==> src/rtl/ipp_pkg.sv <==
// ----------------------------------------------------------------------------
// ipp_pkg
// types, character codes and token helpers shared by the address parser
// ----------------------------------------------------------------------------
package ipp_pkg;

  localparam int GROUPS      = 8;
  localparam int GROUP_IDX_W = 3;
  localparam int COUNT_W     = 4;
  localparam int TEXT_CNT_W  = 6;

  localparam logic [7:0] CH_COLON = 8'h3A;
  localparam logic [7:0] CH_DOT   = 8'h2E;

  typedef struct packed {
    logic [TEXT_CNT_W-1:0]          text_count;
    logic                           too_long;
    logic                           saw_colon;
    logic                           saw_dot;
    logic [1:0]                     octet_index;
    logic [7:0]                     octet_value;
    logic [1:0]                     octet_digits;
    logic [23:0]                    done_octets;
    logic                           quad_bad;
    logic [15:0]                    group_value;
    logic [2:0]                     group_digits;
    logic                           token_dotted;
    logic [GROUPS-1:0][15:0]        head_groups;
    logic [GROUPS-1:0][15:0]        tail_groups;
    logic [COUNT_W-1:0]             head_count;
    logic [COUNT_W-1:0]             tail_count;
    logic                           in_tail;
    logic [1:0]                     colon_run;
    logic                           six_bad;
  } parse_state_t;

  function automatic logic quad_ok(parse_state_t s);
    return !s.quad_bad && (s.octet_index == 2'd3) && (s.octet_digits != 2'd0);
  endfunction

  function automatic parse_state_t quad_clear(parse_state_t s);
    parse_state_t r;
    r = s;
    r.octet_index  = '0;
    r.octet_value  = '0;
    r.octet_digits = '0;
    r.done_octets  = '0;
    r.quad_bad     = 1'b0;
    return r;
  endfunction

  // group lists keep their contents, only the counts say what is live
  function automatic parse_state_t state_clear(parse_state_t s);
    parse_state_t r;
    r = quad_clear(s);
    r.text_count   = '0;
    r.too_long     = 1'b0;
    r.saw_colon    = 1'b0;
    r.saw_dot      = 1'b0;
    r.group_value  = '0;
    r.group_digits = '0;
    r.token_dotted = 1'b0;
    r.head_count   = '0;
    r.tail_count   = '0;
    r.in_tail      = 1'b0;
    r.colon_run    = '0;
    r.six_bad      = 1'b0;
    return r;
  endfunction

  // tail groups shift in at the top so they end up right-aligned
  function automatic parse_state_t push_group(parse_state_t s, logic [15:0] v);
    parse_state_t r;
    r = s;
    if (r.in_tail) begin
      if (r.tail_count >= COUNT_W'(GROUPS)) begin
        r.six_bad = 1'b1;
      end else begin
        r.tail_groups = {v, r.tail_groups[GROUPS-1:1]};
        r.tail_count  = r.tail_count + 1'b1;
      end
    end else begin
      if (r.head_count >= COUNT_W'(GROUPS)) begin
        r.six_bad = 1'b1;
      end else begin
        r.head_groups[r.head_count[GROUP_IDX_W-1:0]] = v;
        r.head_count = r.head_count + 1'b1;
      end
    end
    return r;
  endfunction

  function automatic parse_state_t close_token(parse_state_t s, logic final_tok);
    parse_state_t       r;
    logic [COUNT_W-1:0] cnt;
    logic [31:0]        q;
    r   = s;
    cnt = r.in_tail ? r.tail_count : r.head_count;
    q   = {r.done_octets, r.octet_value};
    if (r.token_dotted) begin
      if (!final_tok || !quad_ok(r) || (cnt > COUNT_W'(GROUPS - 2))) begin
        r.six_bad = 1'b1;
      end else begin
        r = push_group(r, q[31:16]);
        r = push_group(r, q[15:0]);
      end
    end else begin
      if ((r.group_digits == 3'd0) || (r.group_digits > 3'd4)) begin
        r.six_bad = 1'b1;
      end else begin
        r = push_group(r, r.group_value);
      end
    end
    return r;
  endfunction

endpackage

==> src/rtl/ipp_parse.sv <==
// ----------------------------------------------------------------------------
// ipp_parse
// input register and per-character parser state update; hands the final
// parser state of each text to the verdict stage
// ----------------------------------------------------------------------------
module ipp_parse #(
  parameter int MAX_TEXT_LEN = 45
) (
  input  logic                  clk,
  input  logic                  rst_n,
  input  logic                  in_valid,
  output logic                  in_ready,
  input  logic [7:0]            in_char_code,
  input  logic                  in_char_present,
  input  logic                  in_last,
  output logic                  snap_valid,
  input  logic                  snap_ready,
  output ipp_pkg::parse_state_t snap_state
);
  import ipp_pkg::*;

  localparam logic [TEXT_CNT_W-1:0] MAX_LEN = TEXT_CNT_W'(MAX_TEXT_LEN);
  localparam logic [7:0] CH_ZERO = 8'h30;
  localparam logic [7:0] CH_NINE = 8'h39;
  localparam logic [7:0] CH_LA   = 8'h61;
  localparam logic [7:0] CH_LF   = 8'h66;
  localparam logic [7:0] CH_UA   = 8'h41;
  localparam logic [7:0] CH_UF   = 8'h46;

  logic         iv_r;
  logic [7:0]   ic_r;
  logic         ip_r;
  logic         il_r;
  parse_state_t st_r;
  parse_state_t st_nxt;
  logic         snap_v_r;
  parse_state_t snap_r;
  logic         snap_free;
  logic         take;

  assign snap_free  = !snap_v_r || snap_ready;
  assign take       = iv_r && (!il_r || snap_free);
  assign in_ready   = !iv_r || take;
  assign snap_valid = snap_v_r;
  assign snap_state = snap_r;

  always_comb begin
    parse_state_t          s;
    logic [TEXT_CNT_W-1:0] prior_cnt;
    logic                  is_dig;
    logic                  is_hex;
    logic [3:0]            h;
    logic [11:0]           v;
    s         = st_r;
    prior_cnt = st_r.text_count;
    is_dig    = (ic_r >= CH_ZERO) && (ic_r <= CH_NINE);
    h         = 4'(ic_r - CH_ZERO);
    is_hex    = is_dig;
    if ((ic_r >= CH_LA) && (ic_r <= CH_LF)) begin
      is_hex = 1'b1;
      h      = 4'(ic_r - CH_LA + 8'd10);
    end else if ((ic_r >= CH_UA) && (ic_r <= CH_UF)) begin
      is_hex = 1'b1;
      h      = 4'(ic_r - CH_UA + 8'd10);
    end
    v = 12'(s.octet_value) * 12'd10 + 12'(ic_r - CH_ZERO);
    if (ip_r) begin
      if (s.text_count >= MAX_LEN) begin
        s.too_long = 1'b1;
      end else begin
        s.text_count = s.text_count + 1'b1;
      end
      if (ic_r == CH_COLON) begin
        s.saw_colon = 1'b1;
        case (st_r.colon_run)
          2'd0: begin
            if (prior_cnt != '0) s = close_token(s, 1'b0);
            s.colon_run = 2'd1;
          end
          2'd1: begin
            if (s.in_tail) s.six_bad = 1'b1;
            s.in_tail   = 1'b1;
            s.colon_run = 2'd2;
          end
          default: s.six_bad = 1'b1;
        endcase
        s.group_value  = '0;
        s.group_digits = '0;
        s.token_dotted = 1'b0;
        s = quad_clear(s);
      end else begin
        // dotted-quad sub-parser
        if (!s.quad_bad) begin
          if (ic_r == CH_DOT) begin
            if ((s.octet_digits == 2'd0) || (s.octet_index == 2'd3)) begin
              s.quad_bad = 1'b1;
            end else begin
              s.done_octets  = {s.done_octets[15:0], s.octet_value};
              s.octet_index  = s.octet_index + 1'b1;
              s.octet_value  = '0;
              s.octet_digits = '0;
            end
          end else if (is_dig) begin
            if ((s.octet_digits == 2'd3) || (v > 12'd255)) begin
              s.quad_bad = 1'b1;
            end else begin
              s.octet_value  = v[7:0];
              s.octet_digits = s.octet_digits + 1'b1;
            end
          end else begin
            s.quad_bad = 1'b1;
          end
        end
        if ((st_r.colon_run == 2'd1) && (prior_cnt == TEXT_CNT_W'(1))) s.six_bad = 1'b1;
        s.colon_run = '0;
        if (ic_r == CH_DOT) begin
          s.saw_dot      = 1'b1;
          s.token_dotted = 1'b1;
        end else if (!is_hex) begin
          s.six_bad = 1'b1;
        end else begin
          s.group_value = {s.group_value[11:0], h};
          if (s.group_digits != 3'd7) s.group_digits = s.group_digits + 1'b1;
        end
      end
    end
    st_nxt = s;
  end

  always_ff @(posedge clk) begin
    if (!rst_n) begin
      iv_r     <= 1'b0;
      snap_v_r <= 1'b0;
      st_r     <= state_clear(st_r);
    end else begin
      if (in_ready) iv_r <= in_valid;
      if (take) begin
        st_r <= il_r ? state_clear(st_nxt) : st_nxt;
      end
      if (take && il_r) begin
        snap_v_r <= 1'b1;
      end else if (snap_ready) begin
        snap_v_r <= 1'b0;
      end
    end
  end

  always_ff @(posedge clk) begin
    if (in_ready && in_valid) begin
      ic_r <= in_char_code;
      ip_r <= in_char_present;
      il_r <= in_last;
    end
    if (take && il_r) snap_r <= st_nxt;
  end

  a_clear_after_last: assert property (@(posedge clk) disable iff (!rst_n)
    take && il_r |=> (st_r.text_count == '0) && !st_r.six_bad && !st_r.in_tail)
    else $error("parser state not cleared after final character");

  a_count_bound: assert property (@(posedge clk) disable iff (!rst_n)
    st_r.text_count <= MAX_LEN)
    else $error("text count beyond length limit");

endmodule

==> src/rtl/ipp_verdict.sv <==
// ----------------------------------------------------------------------------
// ipp_verdict
// closes the last ipv6 token, checks the group count or the dotted quad and lays out the
// address into the result register
// ----------------------------------------------------------------------------
module ipp_verdict (
  input  logic                  clk,
  input  logic                  rst_n,
  input  logic                  snap_valid,
  output logic                  snap_ready,
  input  ipp_pkg::parse_state_t snap_state,
  output logic                  out_valid,
  input  logic                  out_ready,
  output logic                  out_valid_res,
  output logic                  out_family,
  output logic [63:0]           out_addr_high,
  output logic [63:0]           out_addr_low
);
  import ipp_pkg::*;

  logic        ov_r;
  logic        ok_r;
  logic        fam_r;
  logic [63:0] hi_r;
  logic [63:0] lo_r;
  logic        ok_nxt;
  logic        fam_nxt;
  logic [63:0] hi_nxt;
  logic [63:0] lo_nxt;

  assign snap_ready    = !ov_r || out_ready;
  assign out_valid     = ov_r;
  assign out_valid_res = ok_r;
  assign out_family    = fam_r;
  assign out_addr_high = hi_r;
  assign out_addr_low  = lo_r;

  always_comb begin
    parse_state_t                s;
    logic [COUNT_W:0]            total;
    logic [GROUPS-1:0][15:0]     g;
    s       = snap_state;
    ok_nxt  = 1'b0;
    fam_nxt = 1'b0;
    hi_nxt  = '0;
    lo_nxt  = '0;
    g       = '0;
    total   = '0;
    if (!s.too_long && (s.text_count != '0)) begin
      if (!s.saw_colon) begin
        if (s.saw_dot && quad_ok(s)) begin
          ok_nxt = 1'b1;
          hi_nxt = {s.done_octets, s.octet_value, 32'd0};
        end
      end else begin
        if (s.colon_run == 2'd1) begin
          s.six_bad = 1'b1;
        end else if (s.colon_run == 2'd0) begin
          s = close_token(s, 1'b1);
        end
        total = {1'b0, s.head_count} + {1'b0, s.tail_count};
        if (!s.six_bad && (s.in_tail ? (total <= (COUNT_W+1)'(GROUPS - 1))
                                     : (total == (COUNT_W+1)'(GROUPS)))) begin
          for (int j = 0; j < GROUPS; j++) begin
            if (COUNT_W'(j) < s.head_count) begin
              g[GROUPS-1-j] = s.head_groups[j];
            end else if ((COUNT_W+1)'(j) + {1'b0, s.tail_count} >= (COUNT_W+1)'(GROUPS)) begin
              g[GROUPS-1-j] = s.tail_groups[j];
            end
          end
          ok_nxt  = 1'b1;
          fam_nxt = 1'b1;
          hi_nxt  = g[GROUPS-1:GROUPS/2];
          lo_nxt  = g[GROUPS/2-1:0];
        end
      end
    end
  end

  always_ff @(posedge clk) begin
    if (!rst_n) begin
      ov_r <= 1'b0;
    end else begin
      if (snap_valid && snap_ready) begin
        ov_r <= 1'b1;
      end else if (out_ready) begin
        ov_r <= 1'b0;
      end
    end
  end

  always_ff @(posedge clk) begin
    if (snap_valid && snap_ready) begin
      ok_r  <= ok_nxt;
      fam_r <= fam_nxt;
      hi_r  <= hi_nxt;
      lo_r  <= lo_nxt;
    end
  end

  a_invalid_zero: assert property (@(posedge clk) disable iff (!rst_n)
    ov_r && !ok_r |-> !fam_r && (hi_r == '0) && (lo_r == '0))
    else $error("invalid verdict carries a non-zero address");

  a_v4_layout: assert property (@(posedge clk) disable iff (!rst_n)
    ov_r && ok_r && !fam_r |-> (lo_r == '0) && (hi_r[31:0] == '0))
    else $error("ipv4 address outside top 32 bits");

  a_load_when_free: assert property (@(posedge clk) disable iff (!rst_n)
    snap_valid && snap_ready |=> ov_r)
    else $error("verdict lost on load");

endmodule

==> src/rtl/ip_address_text_parser_top.sv <==
// ----------------------------------------------------------------------------
// ip_address_text_parser_top
// ipv4 / ipv6 address text parser, one character per word, one verdict per
// text on the word marked last
// ----------------------------------------------------------------------------
//  channel  direction  handshake             payload
//  in       input      in_valid / in_ready   in_char_code, in_char_present, in_last
//  out      output     out_valid / out_ready out_valid_res, out_family,
//                                            out_addr_high, out_addr_low
//
//  one character word accepted per cycle, back to back, but for the last-word stall below
//  the verdict passes the input register, then the parser update into the snapshot
//  register, then token close and address layout into the result register
//  synchronous active-low reset clears all control state, no clearing sweep
//  a held result stalls intake only when a further last word reaches the
//  parser; ordinary characters keep flowing
// ----------------------------------------------------------------------------
module ip_address_text_parser_top #(
  parameter int MAX_TEXT_LEN = 45
) (
  input  logic        clk,
  input  logic        rst_n,
  input  logic        in_valid,
  output logic        in_ready,
  input  logic [7:0]  in_char_code,
  input  logic        in_char_present,
  input  logic        in_last,
  output logic        out_valid,
  input  logic        out_ready,
  output logic        out_valid_res,
  output logic        out_family,
  output logic [63:0] out_addr_high,
  output logic [63:0] out_addr_low
);
  import ipp_pkg::*;

  logic         snap_valid;
  logic         snap_ready;
  parse_state_t snap_state;

  ipp_parse #(
    .MAX_TEXT_LEN (MAX_TEXT_LEN)
  ) u_parse (
    .clk             (clk),
    .rst_n           (rst_n),
    .in_valid        (in_valid),
    .in_ready        (in_ready),
    .in_char_code    (in_char_code),
    .in_char_present (in_char_present),
    .in_last         (in_last),
    .snap_valid      (snap_valid),
    .snap_ready      (snap_ready),
    .snap_state      (snap_state)
  );

  ipp_verdict u_verdict (
    .clk           (clk),
    .rst_n         (rst_n),
    .snap_valid    (snap_valid),
    .snap_ready    (snap_ready),
    .snap_state    (snap_state),
    .out_valid     (out_valid),
    .out_ready     (out_ready),
    .out_valid_res (out_valid_res),
    .out_family    (out_family),
    .out_addr_high (out_addr_high),
    .out_addr_low  (out_addr_low)
  );

endmodule
==> config.mk <==
export PLATFORM = sky130hd
export DESIGN_NAME = ip_address_text_parser_top
export DESIGN_NICKNAME = d
export VERILOG_FILES = /design/src/rtl/ipp_pkg.sv /design/src/rtl/ipp_parse.sv /design/src/rtl/ipp_verdict.sv /design/src/rtl/ip_address_text_parser_top.sv
export SDC_FILE = /design/constraint.sdc
export NUM_CORES = 2
export LEC_CHECK = 0
export ABC_CLOCK_PERIOD_IN_PS = 10900
export BUFFER_PORTS_ARGS = -buffer_cell sky130_fd_sc_hd__buf_2
export CORE_ASPECT_RATIO = 2
export CORE_MARGIN = 4
export CORE_UTILIZATION = 39
export CTS_BUF_LIST = sky130_fd_sc_hd__clkbuf_4 sky130_fd_sc_hd__clkbuf_8
export CTS_CLUSTER_DIAMETER = 200
export CTS_CLUSTER_SIZE = 40
export DETAILED_ROUTE_END_ITERATION = 10
export GPL_TIMING_DRIVEN = 0
export PLACE_DENSITY = 0.61
export SLEW_MARGIN = 10
export SYNTH_ARGS = -nofsm -noshare
export SYNTH_HDL_FRONTEND = slang
export SYNTH_HIERARCHICAL = 1
export SYNTH_SLANG_ARGS = --single-unit
export TNS_END_PERCENT = 50
==> constraint.sdc <==
create_clock -name clk -period 10.9 [get_ports clk]
set_input_delay 2.18 -clock clk [delete_from_list [all_inputs] [get_ports clk]]
set_output_delay 2.18 -clock clk [all_outputs]
set_load 0.02 [all_outputs]
==> impl_results.rst <==
.. list-table::
   :header-rows: 1

   * - Metric
     - Value
   * - Tightest slew margin relative to the limit
     - -4.61%
   * - Final Cycle Share
     - 68.9%
   * - Final core utilization
     - 42.4%
   * - Cell area power density
     - 104 nW/um^2
   * - Clock network fraction of design power
     - 24.0%
   * - Final weighted congestion in routability-driven placement
     - 1.06
   * - Total core area
     - 112000 sq um
   * - Initial antenna violation count
     - 16
   * - Number of placed instances, taps included
     - 5730
   * - H-tree levels
     - 1
   * - Count of distinct cell types in the synthesized netlist
     - 90
   * - Routed Wire Length
     - 231000 um
   * - Via count
     - 38.2k
   * - EDFF count, synth
     - 730
   * - Gate power share
     - 7.4%
   * - F_max
     - 133 MHz
   * - Most instantiated flip-flop cell in the synthesis netlist
     - edfxtp_1
   * - Setup fix buffers added after clock tree synthesis
     - 0
   * - Clock-pin slew of the registers on the worst-case setup and hold paths
     - 0.25 ns
   * - Later-pin clock latency in the skew report
     - 0.89 ns
   * - Sequential element share of the synthesized area
     - 53.6%
   * - Die footprint
     - 118000 sq um
   * - Synth warn
     - 6
   * - Overflow after GRT
     - 0
   * - Layout-stage area growth over the synthesis result
     - 8.24%
   * - Maximum number of pins on one net before global-route repair
     - 68
   * - FF/Latch Area
     - 23500 sq um
   * - Final Net Count
     - 4330
   * - Via count of the first global-routing pass
     - 36.7k
   * - Maximum clock insertion buffer count
     - 3
   * - Mean instance size in the synthesized netlist
     - 10.8 sq um
   * - Row count
     - 174
   * - Worst Setup Path Type
     - reg2reg
   * - Quantity of hold-fixing buffers added after cts
     - 0
   * - Unrepaired setup endpoints after global routing
     - false
   * - Net switching share of the total power
     - 24.4%
   * - Final antenna-violating net count
     - 0
   * - Count of maximum capacitance violations
     - 4
   * - Number of I/O pins
     - 146
   * - Iteration-0 DRC Markers
     - 4583
   * - Sinks on the clock net
     - 811
   * - Violated checks
     - max-capacitance violations, max-slew violations
   * - Cells after synthesis
     - 4069
   * - Layout cell share with drive strength beyond 1
     - 13.5%
   * - Total net switching power
     - 1.21 mW
   * - Part of the total power dissipated in sequential elements
     - 68.7%
   * - Fillcell total
     - 10.9k
   * - Critical Path AT
     - 8.07 ns
   * - Number of instances resized during post-cts repair
     - 0
   * - Int Power
     - 3.75 mW
   * - Netlist Area Pre-Place
     - 44000 sq um
   * - Outcome
     - finished, violations left
   * - Non-filler instance count after layout
     - 5782
   * - Area post-placement
     - 47100 sq um
   * - Worst setup timing slack at the placement stage
     - 3.84 ns
   * - Design Area, Final
     - 47600 sq um
   * - Post-layout min period
     - 7.51 ns
   * - Peak VDD IR
     - 0.0996 mV
   * - Die span in x
     - 245 um
   * - CTS tree
     - yes
   * - Ratio of routed vias to standard cells
     - 6.60
   * - Final setup margin
     - 3.39 ns
   * - Final setup fails
     - 0
   * - Final hold viol count
     - 0
   * - Tot GR Track Use
     - 37.7%
   * - Class of the most critical hold timing path
     - reg2reg
   * - Area taken by multi-input logic gates
     - 18700 sq um
   * - Standby leakage power
     - 13.5 nW
   * - First-pass detailed-route iteration total
     - 6
   * - Transition time at the pin with the least slew margin
     - 1.57 ns
   * - Clock buffer count from CTS
     - 24
   * - Critical path data required time
     - 11.46 ns
   * - Nets in the synthesized netlist
     - 4139
   * - Initial Utilization
     - 39.2%
   * - Final routed DRC violation total
     - 0
   * - Slew Limit Fails
     - 33
   * - Endpoint type of the worst setup path
     - flop
   * - Count of buffers from port buffering
     - 145
   * - Fraction of registers with async set or reset after synthesis
     - 0%
   * - Average routed wire per standard cell
     - 39.9 um
   * - Wire length of the first global-routing pass
     - 308000 um
   * - Die height
     - 483 um
   * - Synth Register Bits
     - 811
   * - Overall power of the completed layout
     - 4.96 mW
   * - Worst Setup Start Kind
     - flop
   * - Root buffer cell
     - clkbuf_8
   * - Estimated wirelength of the detail-placed design
     - 178000 um
   * - Final clock skew
     - 0.0893 ns
   * - Maximum fanout encountered on the critical timing path
     - 10
routing by layer:
layer | share of wire [%] | vias up | global-route usage (%)
met4 | 13 | 6 | 37.6
met3 | 7.1 | 931 | 6.08
met1 | 32 | 18900 | 38.7
li1 | - | 16000 | -
met5 | 0.017 | - | 0
met2 | 47 | 2367 | 63.9
flip-flops by register name, summed over array words and instances (netlist names):
register                 cells
u_verdict/out_valid_res      1
u_verdict/out_addr_low      64
u_parse/snap_state         334
u_parse/ic_r                 8
u_parse/iv_r                 1
u_parse/ip_r                 1
u_verdict/out_family         1
u_parse/snap_valid           1
u_verdict/out_valid          1
u_parse/il_r                 1
u_parse/st_r               334
u_verdict/out_addr_high     64
power groups by stage:
stage | Sequential [mW] | Clock (mW) | Combinational, mW
global route | 3.41 | 1.31 | 0.370
detailed placement | 3.47 | 0 | 0.351
floorplan | 3.50 | 0 | 0.170
finish | 3.40 | 1.19 | 0.365
CTS | 3.40 | 1.21 | 0.351
global placement | 3.52 | 0 | 0.335
worst paths after layout:
kind	start	endpoint	slack [ns]	cells past startpoint
setup / recovery	u_parse/snap_state[9]$_DFFE_PP_	u_verdict/out_addr_high[1]$_SDFFCE_PN0P_	3.39	19
hold / removal	u_parse/st_r[326]$_SDFFE_PN0P_	u_parse/st_r[326]$_SDFFE_PN0P_	0.51	2
setup reg to reg	u_parse/snap_state[9]$_DFFE_PP_	u_verdict/out_addr_high[1]$_SDFFCE_PN0P_	3.39	19
hold reg to reg	u_parse/st_r[326]$_SDFFE_PN0P_	u_parse/st_r[326]$_SDFFE_PN0P_	0.51	2
cells in the mapped netlist, drive strengths merged (18+ instances only):
library cell    n  share of area, %
edfxtp        730                50
nor2          547               4.7
clkbuf        330               2.8
a21oi         296               3.4
o22ai         284               4.0
mux2          259               6.6
nand2         181               1.6
o21ai         168               1.9
a22oi         128               2.2
mux2i         127               2.9
o22a          106               2.1
a211oi         89               1.5
dfxtp          81               3.7
buf            68              0.72
nand3          63              0.77
a221oi         61               1.2
nor2b          59              0.84
ha             54               1.5
inv            46              0.39
nor3           45              0.55
a2111oi        28              0.60
xnor2          26              0.52
a22o           23              0.46
nand2b         19              0.27
a2111o         18              0.46
o221ai         18              0.36
layout by cell type, fill, tap and decap left out, types with 9 or more instances in the layout:
cell type / instances
clkbuf_4: 17
nor4_1: 11
diode_2: 9
a22o_1: 23
buf_1: 25
o21ai_1: 45
o221ai_1: 18
buf_16: 11
mux2i_1: 127
xnor2_1: 26
a211oi_1: 88
a221oi_1: 60
a2111o_1: 18
buf_2: 186
o22a_1: 106
a32oi_1: 10
a21o_1: 16
nand2b_1: 19
nand3_1: 61
dfxtp_1: 81
o21ai_0: 123
nor2b_1: 59
o2111ai_1: 16
inv_1: 41
nor2_1: 546
clkbuf_1: 299
mux2_2: 257
nor3_1: 38
xor2_1: 11
ha_1: 54
and2_1: 12
o22ai_1: 284
a2111oi_0: 25
a211o_1: 17
a21oi_1: 296
clkbuf_2: 31
a22oi_1: 128
edfxtp_1: 730
clkbuf_8: 25
nand2_1: 179
stage by stage:
stage / setup TNS (ns) / hold slack (ns)
6_report: 0 / 0.511
5_1_grt: 0 / 0.522
4_1_cts: 0 / 0.506
3_5_place_dp: 0 / 0.454
3_3_place_gp: -2355.45 / 0.449
2_1_floorplan: 0 / 0.429
cells by family (layout without fill, tap and decap cells):
family,count (synthesis),in the layout,synth area share [%]
compound gates,1330,1330,20.4
xor+xnor,37,37,0.737
fa+ha+maj,58,58,1.67
buf+inv,445,653,3.94
flops,811,811,53.6
mux,386,386,9.53
other cells,0,9,0
simple gates,1002,1002,10.2
critical path, stage by stage, from the launching register on:
cell	delay (ns)
edfxtp_1	0.48
clkbuf_1	0.53
inv_1	0.32
ha_1	0.35
clkbuf_1	0.45
nand2_1	0.08
o21ai_0	0.13
ha_1	0.22
nand3_1	0.08
a21oi_1	0.38
xnor2_1	0.14
a311oi_2	0.83
ha_1	0.45
and2_1	0.16
o21ai_0	0.21
a21oi_1	0.11
o31ai_2	0.85
buf_2	0.54
buf_2	0.56
nor2_1	0.26
cell type report:
cell class / count / area share, %
Timing Repair Buffer: 165 / 2.39
Sequential cell: 811 / 49.5
Inverter: 47 / 0.371
Clock inverter: 1 / 0.0631
Buffer: 398 / 3.35
Clock buffer: 42 / 0.991
Multi-Input combinational cell: 2813 / 39.4
Antenna cell: 9 / 0.0473
Tap cell: 1496 / 3.93
Note: power is estimated with default switching activity, not from simulation.
